<file path="config.mk">
export PLATFORM = sky130hd
export DESIGN_NAME = mma_ctrl
export DESIGN_NICKNAME = d
export VERILOG_FILES = /design/src/hw/rtl/mma_pkg.sv /design/src/hw/rtl/mma_ctrl.sv
export SDC_FILE = /design/constraint.sdc
export NUM_CORES = 1
export LEC_CHECK = 0
export BUFFER_PORTS_ARGS = -buffer_cell sky130_fd_sc_hd__buf_2
export CAP_MARGIN = 25
export CELL_PAD_IN_SITES_DETAIL_PLACEMENT = 0
export CELL_PAD_IN_SITES_GLOBAL_PLACEMENT = 1
export CORE_AREA = 2 2 39 41
export CTS_CLUSTER_SIZE = 14
export DETAILED_ROUTE_END_ITERATION = 6
export DIE_AREA = 0 0 41 43
export HOLD_SLACK_MARGIN = 0.12
export PLACE_DENSITY_LB_ADDON = 0.1
export SYNTH_ARGS = -nofsm -noshare
export SYNTH_HDL_FRONTEND = slang
export SYNTH_SLANG_ARGS = --single-unit
</file>
<file path="constraint.sdc">
create_clock -name clk -period 0.9 [get_ports clk]
set_input_delay 0.18 -clock clk [delete_from_list [all_inputs] [get_ports clk]]
set_output_delay 0.18 -clock clk [all_outputs]
set_load 0.005 [all_outputs]
</file>
<file path="src/hw/rtl/mma_pkg.sv">
`timescale 1ns / 1ps
// ----------------------------------------------------------------------------
// mma_pkg
// Shared widths, register indexes and controller/datapath bundles for the
// masked multilook averager.
// ----------------------------------------------------------------------------
package mma_pkg;

  // field and accumulator widths
  localparam int SAMPLE_W     = 32;
  localparam int SUM_W        = 44;
  localparam int CNT_W        = 13;
  localparam int LW_W         = 13;
  localparam int LOOK_W       = 7;
  localparam int COL_W        = 12;
  localparam int SUB_W        = 6;
  localparam int IDX_W        = 2;

  // limits and reset values
  localparam int MAX_LINE     = 4096;
  localparam int MAX_COL_LOOK = 64;
  localparam int MAX_ROW_LOOK = 64;
  localparam int LW_RESET     = 1024;

  // divider sizing, one quotient bit per step
  localparam int DIV_STEPS    = SUM_W;
  localparam int DIV_CNT_W    = 6;

  // accumulator entry: band a sum, band b sum, valid tally
  localparam int ACC_W        = 2 * SUM_W + CNT_W;

  // register indexes
  localparam logic [IDX_W-1:0] REG_LINE_WIDTH = 2'd0;
  localparam logic [IDX_W-1:0] REG_COLS_LOOK  = 2'd1;
  localparam logic [IDX_W-1:0] REG_ROWS_LOOK  = 2'd2;
  localparam logic [IDX_W-1:0] REG_THRESHOLD  = 2'd3;

  // controller to datapath commands
  typedef struct packed {
    logic accept;
    logic rmw;
    logic div_start;
    logic load_out;
  } ctl_cmd_t;

  // datapath to controller status
  typedef struct packed {
    logic emit;
    logic div_done;
    logic out_busy;
  } ctl_sts_t;

endpackage

</file>
<file path="src/hw/rtl/mma_ctrl.sv">
`timescale 1ns / 1ps
// ----------------------------------------------------------------------------
// mma_ctrl
// Sequencer: accept a pixel, update its accumulator entry, and on a
// completed box run the dividers and hand the result to the output register.
// ----------------------------------------------------------------------------
module mma_ctrl import mma_pkg::*; (
  input  logic     clk,
  input  logic     rst_n,
  input  logic     in_valid,
  output logic     in_ready,
  input  ctl_sts_t sts,
  output ctl_cmd_t cmd
);

  localparam logic [1:0] S_IDLE = 2'd0;
  localparam logic [1:0] S_RMW  = 2'd1;
  localparam logic [1:0] S_DIV  = 2'd2;
  localparam logic [1:0] S_LOAD = 2'd3;

  logic [1:0] state_r, state_nxt;

  // next state and commands
  always_comb begin
    state_nxt = state_r;
    cmd       = '0;
    case (state_r)
      S_IDLE: begin
        cmd.accept = in_valid;
        if (in_valid) state_nxt = S_RMW;
      end
      S_RMW: begin
        cmd.rmw = 1'b1;
        if (sts.emit) begin
          cmd.div_start = 1'b1;
          state_nxt     = S_DIV;
        end else begin
          state_nxt = S_IDLE;
        end
      end
      S_DIV: begin
        if (sts.div_done) state_nxt = S_LOAD;
      end
      S_LOAD: begin
        if (!sts.out_busy) begin
          cmd.load_out = 1'b1;
          state_nxt    = S_IDLE;
        end
      end
      default: state_nxt = S_IDLE;
    endcase
  end

  always_ff @(posedge clk) begin
    if (!rst_n) begin
      state_r <= S_IDLE;
    end else begin
      state_r <= state_nxt;
    end
  end

  assign in_ready = (state_r == S_IDLE);

`ifndef ASSERT_OFF
  // dividers start only on a box-completing pixel
  a_div_start: assert property (@(posedge clk) disable iff (!rst_n)
    cmd.div_start |-> (state_r == S_RMW) && sts.emit)
    else $error("divider started outside a completed box");

  // the sequencer holds while the dividers run
  a_div_hold: assert property (@(posedge clk) disable iff (!rst_n)
    (state_r == S_DIV) && !sts.div_done |=> (state_r == S_DIV))
    else $error("left divide state before quotient ready");

  // a result never overwrites one still waiting
  a_no_overwrite: assert property (@(posedge clk) disable iff (!rst_n)
    cmd.load_out |-> !sts.out_busy)
    else $error("result register overwritten");

  // the sequencer never stays in the memory update state
  a_rmw_once: assert property (@(posedge clk) disable iff (!rst_n)
    (state_r == S_RMW) |=> (state_r != S_RMW))
    else $error("accumulator update repeated");
`endif

endmodule

</file>
==> qor.yml <==
place_congestion: 0.527
num_io_pins: 11
status: "complete, but fails checks"
ir_drop_mv: 0.329
critPathMaxFanout: 7
postCtsHoldBufs: 0
cp_cell_sequence: "and2b_2, buf_2"
fin_area_um2: 244
seqCellArea_um2: 47.5
chipHeight_um: 43
worstSetupStartpointType: "flip-flop"
reg2regPathDepth: 4
start_util_pct: 8.59
finalHoldViolations: 0
crit_cells: 2
r2r_slack_ns: -0.10
multi_input_comb_area_um2: 92.6
timing.rr.end: "state_r[0]$_SDFFE_PN0P_"
dieWidth_um: 41
syn_area_per_cell_um2: 7.92
drive_gt1_share_pct: 69.0
dp_slack_ns: -0.0956
place_hpwl_um: 273
drc: 0
cellLeakagePower_nw: 0.116
violations: "negative setup slack"
final_antenna_net_count: 0
p_clk_share_pct: 52.9
cts_tree: "yes"
skew_ns: 0.00178
firstDrtPassIters: 1
gr-total-overflow: 0
area_growth_syn_to_layout_pct: 105
period_share_pct: 122
routed_wl_um: 348
fin_crit_ns: 1.10
cts_buffer_depth: 2
drt-initial-drc-count: 0
fmax_mhz: 907
critPathKind: "flip-flop to output pin"
drv_slew: 0
slew_headroom_pct: 91.7
pwr_density_cell_nw_per_um2: 1490
finalSetupViolCount: 6
max_stage_delay_ns: 0.37
wl_per_cell_um: 7.73
critPathBufInv: 1
worst_slew_pin_slew_ns: 0.121
clk_pin_slew_ns: 0.03
clkSinkCount: 2
cts_max_level: 1
synthCells: 15
fin_tns_setup_ns: -0.856
p_int_mw: 0.281
drv_cap: 0
hold_path_class: "input port to flip-flop"
cp_slowest_cell: "dfxtp_4"
grt_use_total_pct: 4.81
worstSetupEndpointType: "output pin"
clock_latency_ns: 0.22
setup_ws_ns: -0.202
rows: 14
netlist_area_um2: 119
antenna_cells: 0
avgViaCountPerCell: 3.36
numCtsBuffers: 3
die_area_um2: 1760
core_um2: 1380
postPlaceCellArea_um2: 189
cts-root-buf: "clkbuf_4"
crit_arrival_ns: 0.92
grt_max_degree: 8
crit_family: "flip-flops"
p_comb_share_pct: 17.7
grt_pass1_wl_um: 489
fin_nets: 37
required_ns: 0.72
hold_depth: 2
netSwitchingFraction_pct: 22.6
seqPwrFrac_pct: 29.4
syn-num-nets: 21
antenna_found_initial: 0
synth_cell_types: 12
n_fill_cell: 170
fin_util_pct: 17.6
netSwitchingPower_mw: 0.0822
rsz0062_at_grt: "true"
synth-seq-cells: 2
holdPathEnd: "state_r[0]$_SDFFE_PN0P_"
vias: 151
ys_warn_count: 0
synth_seq_area_share_pct: 33.7
first_global_vias: 144
port_buffers: 10
worstHoldStart: "rst_n"
-- layout make-up --
class / count / area share (%)
multi-input cells: 12 / 37.9
repair buffers: 11 / 23.6
flip-flops and latches: 2 / 19.5
clock buffers: 3 / 9.23
well taps: 16 / 8.21
inverters: 1 / 1.54
-- cells by family (layout without fill, tap and decap cells) --
logic type / count (synthesis) / count (layout) / synth area share, %
muxes: 1 / 1 / 8.42
AOI/OAI and AO/OA: 2 / 2 / 8.41
buffers and inverters: 1 / 15 / 3.15
and+or+nand+nor: 9 / 9 / 46.3
DFF: 2 / 2 / 33.7
-- what timing repair did --
| item | CTS | global route |
|---|---|---|
| buffers inserted | 0 | 1 |
| resized for setup | 3 | 5 |
| endpoints found under the setup margin | 7 | 7 |
| pin swaps | 0 | 3 |
-- synthesized netlist by cell type --
cell,number,area (µm²)
nand3_1,1,5.00
and2b_2,1,8.76
a21oi_1,1,5.00
mux2i_1,1,10.0
nor2b_1,1,6.26
nor2_1,2,7.51
nand2b_1,1,6.26
and3b_1,1,8.76
and2_1,2,12.5
o21ai_1,1,5.00
inv_1,1,3.75
dfxtp_1,2,40.0
-- power by group through the flow --
stage,logic [mW],registers [mW],clock network (mW)
after floorplan,0.0272,0.103,0
after global placement,0.0549,0.106,0
after detailed placement,0.0558,0.106,0
after CTS,0.0561,0.104,0.209
after global routing,0.0728,0.109,0.208
final,0.0643,0.107,0.193
-- metal layers --
metal / part of all wire [%] / global-route usage [%] / vias up
li1: - / - / 78
met1: 37 / 4.47 / 67
met2: 52 / 5.94 / 6
met3: 10 / 1.57 / 0
met4: 0 / 8.00 / 0
met5: 0 / 0 / -
-- worst register-to-register path, cell delays in order (launching register included) --
cell and delay (ns):
dfxtp_4 0.37, buf_4 0.12, mux2i_1 0.17, o21ai_1 0.08, and2_1 0.15
-- through the flow --
stage	hold WS (ns)	power [mW]	std cells
2_1_floorplan	0.302	0.130	15
3_3_place_gp	0.395	0.161	41
3_5_place_dp	0.400	0.161	41
4_1_cts	0.161	0.369	44
5_1_grt	0.167	0.390	45
6_report	0.169	0.364	45
-- worst max-delay path by stage --
stage                                          to  slack (ns)
after CTS                                  cmd[2]       -0.21
after global routing                       cmd[2]       -0.23
after floorplan           state_r[0]$_SDFFE_PN0P_       0.008
final                                      cmd[2]       -0.20
after global placement    state_r[0]$_SDFFE_PN0P_       -0.09
after detailed placement  state_r[0]$_SDFFE_PN0P_        -0.1
-- cell usage in the layout (no fill, tap or decap), drive strengths merged --
master / n
mux2i: 1
inv: 1
and2b: 1
nor2b: 1
and3b: 1
clkbuf: 3
o21ai: 1
dfxtp: 2
nor2: 2
nand2b: 1
nand3: 1
a21oi: 1
and2: 2
buf: 11
Note: power is estimated with default switching activity, not from simulation.
